==> src/rtl/core/bmde_pkg.sv <==
// Shared types, constants and lookup functions for the battery meter display encoder.
`timescale 1ns / 1ps

package bmde_pkg;

  // Offset of the empty-battery point in millivolts.
  localparam int unsigned VOLT_OFFSET_MV = 3000;
  localparam int unsigned PCT_FULL       = 100;

  // Reciprocal constants for division by ten: (x * RECIP) >> SHIFT.
  localparam int unsigned RECIP10_MV     = 52429;  // shift 19, x below 2**15
  localparam int unsigned RECIP10_MID    = 6554;   // shift 16, x below 2**12
  localparam int unsigned RECIP10_SMALL  = 205;    // shift 11, x below 2**9

  // Mode marks in bits 23:21 of the display word.
  localparam logic [2:0] MARK_VOLTS = 3'b011;
  localparam logic [2:0] MARK_PCT   = 3'b100;

  // Level bar patterns.
  localparam logic [4:0] BAR_NONE  = 5'b00000;
  localparam logic [4:0] BAR_ONE   = 5'b10000;
  localparam logic [4:0] BAR_TWO   = 5'b11000;
  localparam logic [4:0] BAR_THREE = 5'b11100;
  localparam logic [4:0] BAR_FOUR  = 5'b11110;
  localparam logic [4:0] BAR_FULL  = 5'b11111;

  localparam logic [6:0] SEG_BLANK = 7'b0000000;

  // Everything the final stage needs to build one display word.
  typedef struct packed {
    logic       rejected;
    logic       pct_mode;
    logic       round_up;
    logic [3:0] left;
    logic [3:0] middle;
    logic [3:0] right;
    logic       pct_full;
    logic [3:0] pct_tens;
    logic [3:0] pct_ones;
    logic [4:0] bar;
  } digits_t;

  function automatic logic [6:0] seg_code(input logic [3:0] digit);
    logic [6:0] seg;
    case (digit)
      4'd0:    seg = 7'h3F;
      4'd1:    seg = 7'h03;
      4'd2:    seg = 7'h6D;
      4'd3:    seg = 7'h67;
      4'd4:    seg = 7'h53;
      4'd5:    seg = 7'h76;
      4'd6:    seg = 7'h7E;
      4'd7:    seg = 7'h23;
      4'd8:    seg = 7'h7F;
      4'd9:    seg = 7'h77;
      default: seg = SEG_BLANK;
    endcase
    return seg;
  endfunction

  function automatic logic [4:0] level_bar(input logic [6:0] pct);
    logic [4:0] bar;
    if (pct >= 7'd90) begin
      bar = BAR_FULL;
    end else if (pct >= 7'd70) begin
      bar = BAR_FOUR;
    end else if (pct >= 7'd50) begin
      bar = BAR_THREE;
    end else if (pct >= 7'd30) begin
      bar = BAR_TWO;
    end else if (pct >= 7'd5) begin
      bar = BAR_ONE;
    end else begin
      bar = BAR_NONE;
    end
    return bar;
  endfunction

endpackage

==> src/rtl/core/bmde_word_enc.sv <==
// Final stage logic: volts rounding, digit blanking and display word assembly.
`timescale 1ns / 1ps

module bmde_word_enc (
  input  bmde_pkg::digits_t dig,
  output logic [28:0]       display_word,
  output logic              rejected
);

  logic [3:0] l_dig;
  logic [3:0] m_dig;
  logic [3:0] r_dig;
  logic [6:0] l_seg;
  logic [6:0] m_seg;
  logic [6:0] r_seg;
  logic [2:0] mark;

  always_comb begin
    l_dig = dig.left;
    m_dig = dig.middle;
    r_dig = dig.right;
    // Round with carry; all nines stay as they are.
    if (dig.round_up) begin
      if (dig.right != 4'd9) begin
        r_dig = dig.right + 4'd1;
      end else if (dig.middle != 4'd9) begin
        r_dig = 4'd0;
        m_dig = dig.middle + 4'd1;
      end else if (dig.left != 4'd9) begin
        r_dig = 4'd0;
        m_dig = 4'd0;
        l_dig = dig.left + 4'd1;
      end
    end

    if (!dig.pct_mode) begin
      mark  = bmde_pkg::MARK_VOLTS;
      l_seg = bmde_pkg::seg_code(l_dig);
      m_seg = bmde_pkg::seg_code(m_dig);
      r_seg = bmde_pkg::seg_code(r_dig);
    end else begin
      mark  = bmde_pkg::MARK_PCT;
      r_seg = bmde_pkg::seg_code(dig.pct_ones);
      if (dig.pct_full) begin
        // One hundred reads 1, 0, 0; the tens quotient is ten here.
        l_seg = bmde_pkg::seg_code(4'd1);
        m_seg = bmde_pkg::seg_code(4'd0);
      end else if (dig.pct_tens == 4'd0) begin
        l_seg = bmde_pkg::SEG_BLANK;
        m_seg = bmde_pkg::SEG_BLANK;
      end else begin
        l_seg = bmde_pkg::SEG_BLANK;
        m_seg = bmde_pkg::seg_code(dig.pct_tens);
      end
    end

    if (dig.rejected) begin
      display_word = '0;
      rejected     = 1'b1;
    end else begin
      display_word = {dig.bar, mark, l_seg, m_seg, r_seg};
      rejected     = 1'b0;
    end
  end

endmodule

==> src/rtl/core/battery_meter_display_encoder.sv <==
// Top level of the battery meter display encoder: a four-stage pipeline.
`timescale 1ns / 1ps

//  channel   | handshake        | payload
//  ----------+------------------+------------------------------------------
//  request   | start / busy     | in_voltage_mv[15:0], in_status_byte[7:0]
//  result    | done (strobe)    | out_display_word[28:0], out_rejected
//
// One request enters in every cycle; done rises once the request has passed the
// stage one to three registers and the output register. The rate is set by the
// pipeline itself: stage one divides the sample by ten, stages two and three
// peel off decimal digits, stage four rounds and encodes. busy is always low
// because the receiver cannot stall and every stage advances each cycle.
// Reset clears only the valid bits, so no result appears until a request has
// entered.

module battery_meter_display_encoder (
  input  logic        clk,
  input  logic        rst_n,
  input  logic        start,
  output logic        busy,
  input  logic [15:0] in_voltage_mv,
  input  logic [7:0]  in_status_byte,
  output logic        done,
  output logic [28:0] out_display_word,
  output logic        out_rejected
);

  // ---------------------------------------------------------------------
  // Stage 1: sign check, percent, and the sample divided by ten.
  // ---------------------------------------------------------------------
  logic [14:0] mv;
  logic [14:0] mv_off;
  logic [11:0] pct_raw;
  logic [6:0]  pct_nxt;
  logic [30:0] q_prod;

  logic        s1_vld_r;
  logic        s1_neg_r;
  logic        s1_mode_r;
  logic [14:0] s1_mv_r;
  logic [11:0] s1_q_r;
  logic [6:0]  s1_pct_r;

  always_comb begin
    mv      = in_voltage_mv[14:0];
    mv_off  = mv - 15'(bmde_pkg::VOLT_OFFSET_MV);
    pct_raw = mv_off[14:3];
    // Samples at or under the offset clamp to zero, large ones to full.
    if (mv <= 15'(bmde_pkg::VOLT_OFFSET_MV)) begin
      pct_nxt = 7'd0;
    end else if (pct_raw > 12'(bmde_pkg::PCT_FULL)) begin
      pct_nxt = 7'(bmde_pkg::PCT_FULL);
    end else begin
      pct_nxt = pct_raw[6:0];
    end
    q_prod = {16'd0, mv} * 31'(bmde_pkg::RECIP10_MV);
  end

  always_ff @(posedge clk) begin
    if (!rst_n) begin
      s1_vld_r <= 1'b0;
    end else begin
      s1_vld_r <= start;
    end
    s1_neg_r  <= in_voltage_mv[15];
    s1_mode_r <= in_status_byte[0];
    s1_mv_r   <= mv;
    s1_q_r    <= q_prod[30:19];
    s1_pct_r  <= pct_nxt;
  end

  // ---------------------------------------------------------------------
  // Stage 2: rounding remainder, right digit, percent digits and bar.
  // ---------------------------------------------------------------------
  logic [14:0] q_x10;
  logic [14:0] frac_full;
  logic [24:0] q2_prod;
  logic [8:0]  q2;
  logic [11:0] q2_x10;
  logic [11:0] right_full;
  logic [14:0] pt_prod;
  logic [3:0]  pt;
  logic [6:0]  pt_x10;
  logic [6:0]  po_full;

  logic        s2_vld_r;
  logic        s2_neg_r;
  logic        s2_mode_r;
  logic        s2_round_r;
  logic [8:0]  s2_q2_r;
  logic [3:0]  s2_right_r;
  logic        s2_full_r;
  logic [3:0]  s2_pt_r;
  logic [3:0]  s2_po_r;
  logic [4:0]  s2_bar_r;

  always_comb begin
    q_x10      = {s1_q_r, 3'd0} + {2'd0, s1_q_r, 1'b0};
    frac_full  = s1_mv_r - q_x10;
    q2_prod    = {13'd0, s1_q_r} * 25'(bmde_pkg::RECIP10_MID);
    q2         = q2_prod[24:16];
    q2_x10     = {q2[8:0], 3'd0} + {2'd0, q2, 1'b0};
    right_full = s1_q_r - q2_x10;
    pt_prod    = {8'd0, s1_pct_r} * 15'(bmde_pkg::RECIP10_SMALL);
    pt         = pt_prod[14:11];
    pt_x10     = 7'({pt, 3'd0}) + 7'({pt, 1'b0});
    po_full    = s1_pct_r - pt_x10;
  end

  always_ff @(posedge clk) begin
    if (!rst_n) begin
      s2_vld_r <= 1'b0;
    end else begin
      s2_vld_r <= s1_vld_r;
    end
    s2_neg_r   <= s1_neg_r;
    s2_mode_r  <= s1_mode_r;
    s2_round_r <= (frac_full[3:0] >= 4'd5);
    s2_q2_r    <= q2;
    s2_right_r <= right_full[3:0];
    s2_full_r  <= (s1_pct_r == 7'(bmde_pkg::PCT_FULL));
    s2_pt_r    <= pt;
    s2_po_r    <= po_full[3:0];
    s2_bar_r   <= bmde_pkg::level_bar(s1_pct_r);
  end

  // ---------------------------------------------------------------------
  // Stage 3: middle and left digits.
  // ---------------------------------------------------------------------
  logic [16:0] q3_prod;
  logic [5:0]  q3;
  logic [8:0]  q3_x10;
  logic [8:0]  mid_full;
  logic [5:0]  left_full;

  bmde_pkg::digits_t s3_dig_r;
  logic              s3_vld_r;

  always_comb begin
    q3_prod  = {8'd0, s2_q2_r} * 17'(bmde_pkg::RECIP10_SMALL);
    q3       = q3_prod[16:11];
    q3_x10   = 9'({q3, 3'd0}) + 9'({q3, 1'b0});
    mid_full = s2_q2_r - q3_x10;
    // The quotient stays below forty, so three compares give its last digit.
    if (q3 >= 6'd30) begin
      left_full = q3 - 6'd30;
    end else if (q3 >= 6'd20) begin
      left_full = q3 - 6'd20;
    end else if (q3 >= 6'd10) begin
      left_full = q3 - 6'd10;
    end else begin
      left_full = q3;
    end
  end

  always_ff @(posedge clk) begin
    if (!rst_n) begin
      s3_vld_r <= 1'b0;
    end else begin
      s3_vld_r <= s2_vld_r;
    end
    s3_dig_r.rejected <= s2_neg_r;
    s3_dig_r.pct_mode <= s2_mode_r;
    s3_dig_r.round_up <= s2_round_r;
    s3_dig_r.left     <= left_full[3:0];
    s3_dig_r.middle   <= mid_full[3:0];
    s3_dig_r.right    <= s2_right_r;
    s3_dig_r.pct_full <= s2_full_r;
    s3_dig_r.pct_tens <= s2_pt_r;
    s3_dig_r.pct_ones <= s2_po_r;
    s3_dig_r.bar      <= s2_bar_r;
  end

  // ---------------------------------------------------------------------
  // Stage 4: rounding, segment encoding and the output register.
  // ---------------------------------------------------------------------
  logic [28:0] word_nxt;
  logic        rej_nxt;
  logic        done_r;
  logic [28:0] word_r;
  logic        rej_r;

  bmde_word_enc u_word_enc (
    .dig          (s3_dig_r),
    .display_word (word_nxt),
    .rejected     (rej_nxt)
  );

  always_ff @(posedge clk) begin
    if (!rst_n) begin
      done_r <= 1'b0;
    end else begin
      done_r <= s3_vld_r;
    end
    word_r <= word_nxt;
    rej_r  <= rej_nxt;
  end

  assign busy             = 1'b0;
  assign done             = done_r;
  assign out_display_word = word_r;
  assign out_rejected     = rej_r;

endmodule
==> config.mk <==
export PLATFORM = sky130hd
export DESIGN_NAME = battery_meter_display_encoder
export DESIGN_NICKNAME = d
export VERILOG_FILES = /design/src/rtl/core/bmde_pkg.sv /design/src/rtl/core/bmde_word_enc.sv /design/src/rtl/core/battery_meter_display_encoder.sv
export SDC_FILE = /design/constraint.sdc
export NUM_CORES = 1
export LEC_CHECK = 0
export ABC_AREA = 1
export BUFFER_PORTS_ARGS = -buffer_cell sky130_fd_sc_hd__buf_2
export CORE_ASPECT_RATIO = 0.5
export CORE_MARGIN = 5
export CORE_UTILIZATION = 46
export DETAILED_ROUTE_END_ITERATION = 12
export PLACE_DENSITY = 0.61
export SLEW_MARGIN = 10
export SYNTH_ARGS = -nofsm -noshare
export SYNTH_HDL_FRONTEND = slang
export SYNTH_SLANG_ARGS = --single-unit
==> constraint.sdc <==
create_clock -name clk -period 15.65 [get_ports clk]
set_input_delay 1.565 -clock clk [delete_from_list [all_inputs] [get_ports clk]]
set_output_delay 1.565 -clock clk [all_outputs]
set_load 0.005 [all_outputs]
; After elaboration in Yosys (flattened, before gate mapping)
; Memories as Yosys holds them, arrays and structs flattened. A register that Yosys moved wholly into a read port is not among the register bits.
; Index checks and enable logic that the tools add are counted.
[totals]
register_bits = 114
mem_bits_ro = 560
input_bits = 27
output_inout_bits = 32
word_cells = 105
mem_count = 5
[memory_table]
columns = name, words, word_bits, rd, rd_clocked_by_memory_dff, write_ports, line_no
row1 = (name not given), 16, 7, 1, 0, 0, bmde_pkg.sv:45  ; case (digit)
row2 = (name not given), 16, 7, 1, 0, 0, bmde_pkg.sv:45
row3 = (name not given), 16, 7, 1, 0, 0, bmde_pkg.sv:45
row4 = (name not given), 16, 7, 1, 1, 0, bmde_pkg.sv:45
row5 = (name not given), 16, 7, 1, 1, 0, bmde_pkg.sv:45
[op_classes]
addsub = 15
mul = 4
n_lt_le_gt_ge = 11
eq_ne = 4
n_mux = 28
reduce_logical = 5
[op_table]
columns = operator, n
row1 = 4-bit 2-to-1 mux, 15
row2 = 7-bit 2-to-1 mux, 6
row3 = 15-bit by 16-bit multiplier with 31-bit output (second input constant), 1
row4 = 12-bit by 12-bit multiplier with 24-bit output (second input constant), 1
row5 = 9-bit by 8-bit multiplier with 17-bit output (second input constant), 1
row6 = 4-bit adder, 4
row7 = 4-bit subtractor, 4
row8 = 15-bit by 12-bit <= comparator with 1-bit output (second input constant), 1
row9 = 7-bit by 8-bit multiplier with 15-bit output (second input constant), 1
row10 = 15-bit by 12-bit subtractor with 15-bit output (second input constant), 1
row11 = 7-bit greater-or-equal comparator (second input constant), 2
row12 = 4-bit by 1-bit adder with 4-bit output (second input constant), 3
row13 = 6-bit by 5-bit greater-or-equal comparator with 1-bit output (second input constant), 2
row14 = 12-bit by 7-bit > comparator with 1-bit output (second input constant), 1
row15 = 4-bit != test (second input constant), 3
row16 = 4-bit subtractor (second input constant), 2
row17 = 7-bit == test (second input constant), 1
row18 = 7-bit by 3-bit greater-or-equal comparator with 1-bit output (second input constant), 1
row19 = 7-bit by 5-bit greater-or-equal comparator with 1-bit output (second input constant), 1
row20 = 7-bit by 6-bit greater-or-equal comparator with 1-bit output (second input constant), 1
row21 = 6-bit by 4-bit greater-or-equal comparator with 1-bit output (second input constant), 1
row22 = 3-bit 2-to-1 mux, 2
row23 = 5-bit 2-to-1 mux, 1
row24 = 4-bit by 3-bit greater-or-equal comparator with 1-bit output (second input constant), 1
row25 = 7 further kinds, 10

; Depth between registers and ports, before layout
; An unclocked memory read counts as a cell.
[depth]
word_depth = 7
depth_mapped = 28
mapped_depth_nobuf = 28

; Modules after synthesis
; Synthesis repeated with hierarchy kept, for this count alone.
[unflattened]
cells_unflattened = 1754
hier_area_um2 = 14492.6
[modules_own_cells]
columns = mod, n_inst, cells_each, area_each_um2, seq_area_each_um2
row1 = battery_meter_display_encoder, 1, 1468, 12956.2, 2362.3
row2 = bmde_word_enc, 1, 286, 1536.5, 0.0

; Worst setup path after synthesis
; Ideal clock, no wire load.
[synth_path]
kind = input to register
startpoint = in in_voltage_mv[13]
endpoint = reg s1_q_r[10]
arrival_time_ps = 5986
t_required_ps = 15578
slack_ps = 9592
stages = 19
path_buffers = 0
cell_sequence = inv_1 -> ha_1 -> fa_1 -> inv_1 -> fa_1 -> fa_1 -> inv_1 -> fa_1 -> inv_1 -> fa_1 -> inv_1 -> ha_1 -> nand2_1 -> nor4_1 -> nand4_1 -> nand3_1 -> nand2_1 -> a31oi_1 -> xor2_1
[synth_between]
elab_chain_cells = 1
[synth_lines]
columns = element, line_no
row1 = from (decl), battery_meter_display_encoder.sv:22  ; input logic [15:0] in_voltage_mv,
row2 = 15-bit by 16-bit multiplier with 31-bit output, battery_meter_display_encoder.sv:57  ; q_prod = {16'd0, mv} * 31'(bmde_pkg::RECIP10_MV);
row3 = named net q_prod[29], battery_meter_display_encoder.sv:36  ; logic [30:0] q_prod;
row4 = to (signal assigned), battery_meter_display_encoder.sv:69  ; s1_q_r <= q_prod[30:19];
row5 = to (decl), battery_meter_display_encoder.sv:42  ; logic [11:0] s1_q_r;
; The timed path passes the listed nets, and every way through them passes these cells.
; A chain may end at the register's enable or synchronous reset.

; Worst setup path in the final report
; Same ends and word-level chain as after synthesis.

==> results.md <==
- Worst Hold Slack: around 0.32 ns
- Final Setup Violations: 0
- Max-slew headroom: 0.5602
- Core ar.: between 30,000 and 40,000 um^2
- I/O Buffers: 50
- Sequential share of the synthesized area: 0.1727
- Post-CTS Repair Setup Buffers: 0
- Final Skew: 0.009045 ns
- Final TNS setup: 0 ns
- Root buf cell: clkbuf_16
- Core Rows: 46
- Num CTS Buffers: 17
- Vias: 10,532
- Placed cells: 2,225
- Netlist cell types: 54
- Worst reg2reg path depth: 20
- Total gr overflow: 0
- Hold Path Depth: 0
- Starting DRT DRC Count: 360
- Layout cell share with drive strength beyond 1: 0.07178
- Skew-Pair Late Insertion Delay: 0.42 ns
- Compound-gate portion of the synthesized area: 0.07971
- Synthesis-stage register bit count: about 130
- Area of the mapped netlist: about 15,000 um^2
- Largest net degree at the start of global routing: 17
- DIE AREA: about 36,000 um^2
- Hold_sp: s2_bar_r[4]$_SDFF_PP1_
- Main flop type after synthesis: dfxtp_1
- RSZ-0062 raised after global routing: false
- Ys Warns: 0
- Worst endpoint required time: 16.00 ns
- Post-CTS Hold Buffers: 0
- Total GRT Usage: 0.1642
- First-pass GRT wire length: about 49,000 um
- Final Worst Setup Slack: between 9 and 10 ns
- Die H: roughly 140 um
- Worst hold path type: register to register
- Clock Tree Buf Depth: 2
- Final HPWL DP: 24,850 um
- Post-synthesis adder-cell area fraction: 0.4677
- Largest family of logic cells by synthesized area: adder cells
- Post-layout net count: 2,318
- Fraction of registers with async set/reset: 0
- Mux cell area share after synthesis: 0
- Crit path max fanout: 5
- Max Fclk: 159.0 MHz
- Cells after Synth: between 1,500 and 2,000
- Outcome: complete, no violations
- Routability Congestion: ~0.86
- Reg-to-Reg End: s2_right_r[3]$_DFF_P_
- Worst slack, placed: ~9 ns
- CP Capture Type: register
- Final cycle utilization of the critical path: 0.4018
- TritonRoute pass-1 iters: 4
- Resize count post-CTS: 0
- Maxcap violations: 0
- Clk sinks: between 100 and 150
- Avg Vias per Cell: between 4 and 5
- Die extent in x: roughly 260 um
- IO Pins: 59
- Slew Viols, Final: 0
- WL/cell: 12.64 um
- Starting Density: 0.4660
- Hold endpoint: s3_dig_r[4]$_DFF_P_
- Slew @ Worst Pin: roughly 0.66 ns
- Number of hold violations in the final report: 0
- XOR/XNOR Fraction of Synth Area: 0.03917
- Routed wire length: 28,540 um
- Clock transition at the registers of the reported paths: 0.05 ns
- Worst R2R Start: s1_q_r[3]$_DFF_P_
- Post-route ant nets: 0
- Layout fillers: between 3,000 and 4,000
- DRC: 0
- CP startpoint kind: input port
- Non-filler instance count after layout: approximately 2,300
- R2r setup slk: approximately 11 ns
- CP Class: input port to register
- N_diodes: 0
- Initial antenna violation count: 0
- Crit path arrival time: approximately 6.6 ns
- Post-synth EDFFs: 0
- Area delta synth->final: 9.492%
- Syn avg cell area: 8.423 um^2
- CTS tree: built
- Final min period: roughly 6.3 ns
- # H-tree levels: 4
- Syn_nets: between 2,000 and 2,500
- Vias in the first global route: 10,732
- Synth Area in Simple Gates: 0.1321
[kinds of logic after synthesis]
logic type,after synthesis
XOR/XNOR,65
AO/OA/AOI/OAI,205
AND/OR/NAND/NOR,448
other,1
adder cells (fa/ha/maj),479
flip-flops,127
buffers and inverters,423
[worst max-delay path: stages]
cell and delay [ns]:
buf_2 0.14, inv_1 0.12, ha_1 0.36, fa_1 0.58, inv_1 0.10, fa_1 0.44, fa_1 0.54, inv_1 0.06
fa_1 0.54, inv_1 0.06, fa_1 0.53, inv_1 0.04, ha_1 0.31, nand2_1 0.10, nor4_1 0.39, nand4_1 0.14
nand3_1 0.16, nand2_1 0.11, a31oi_1 0.20, xor2_1 0.15
[layer usage]
| layer | routed length, um | global-route usage | part of all wire |
|---|---|---|---|
| met1 | 14570 | 0.2300 | 0.51 |
| met2 | 13110 | 0.2801 | 0.46 |
| met3 | 714 | 0.02371 | 0.025 |
| met4 | 136 | 0.02251 | 0.0048 |
| met5 | 0 | 0 | 0 |
[cells in the final DEF (no fill, tap or decap), types with 2 or more instances in the layout]
master,count
a21boi_0,3
ha_1,360
o31a_1,2
clkinv_2,3
o21ai_0,57
bufinv_16,4
inv_1,406
buf_2,50
a21oi_1,81
inv_2,11
xnor2_1,21
and2_1,3
o21ai_1,12
o21a_1,5
o22ai_1,7
nor3_1,5
or2_2,6
nand4_1,19
nand3_2,5
nand2_2,6
o211ai_1,5
a21o_1,7
nor2_2,6
clkinv_4,3
nand3_1,43
nor2_4,3
xor2_1,43
inv_6,2
clkbuf_16,17
o21ai_2,5
dfxtp_1,127
nor2_1,96
a31oi_1,6
o21bai_1,4
o22ai_2,2
nand2_1,247
fa_1,119
[metrics by stage]
| step | cell area [um^2] | utilization |
|---|---|---|
| floorplan | 14720 | - |
| CTS | 16120 | 0.5102 |
| detailed placement | 15490 | 0.4903 |
| global route | 16120 | 0.5102 |
| finish | 16120 | 0.5102 |
| global placement | 15490 | 0.4903 |
[cell type report]
class                   count  area, um^2  area share
clock buffers              19       442.9     0.02747
clock inverters            13       186.4     0.01156
inverters                 417        1565     0.09709
multi-input cells        1198       10590      0.6567
flip-flops and latches    127        2542      0.1577
well taps                 432       540.5     0.03353
repair buffers             51       257.7     0.01599
[Yosys cell counts, drive strengths merged (2+ instances only)]
master	instances	area [um^2]
o21bai	4	30.03
fa	119	2382
dfxtp	127	2542
o22ai	9	68.81
o211ai	5	37.54
nand3	48	265.3
a21boi	3	22.52
or2	8	50.06
a21oi	82	414.2
a21o	7	52.55
inv	417	1565
a31oi	6	37.54
nor2	106	451.7
buf	3	18.76
xor2	44	392.9
nand4	20	131.4
o31a	2	17.52
nor3	5	25.02
o21a	5	37.54
xnor2	21	183.9
clkbuf	3	11.26
nand2	254	975.9
o21ai	74	389.1
and2	3	18.77
ha	360	4504
[worst max path at each step]
stage                          to              start  cells past startpoint  slack, ns
3_3_place_gp   s1_q_r[10]$_DFF_P_  in_voltage_mv[13]                     20       8.97
2_1_floorplan  s1_q_r[10]$_DFF_P_  in_voltage_mv[13]                     19       9.59
3_5_place_dp   s1_q_r[10]$_DFF_P_  in_voltage_mv[13]                     20       8.94
4_1_cts        s1_q_r[10]$_DFF_P_  in_voltage_mv[13]                     20       9.38
5_1_grt        s1_q_r[10]$_DFF_P_  in_voltage_mv[13]                     20       9.08
6_report       s1_q_r[10]$_DFF_P_  in_voltage_mv[13]                     20       9.36
Power is not shown: default switching activity piles up to over one toggle a cycle in this logic, so the estimate is an artifact.
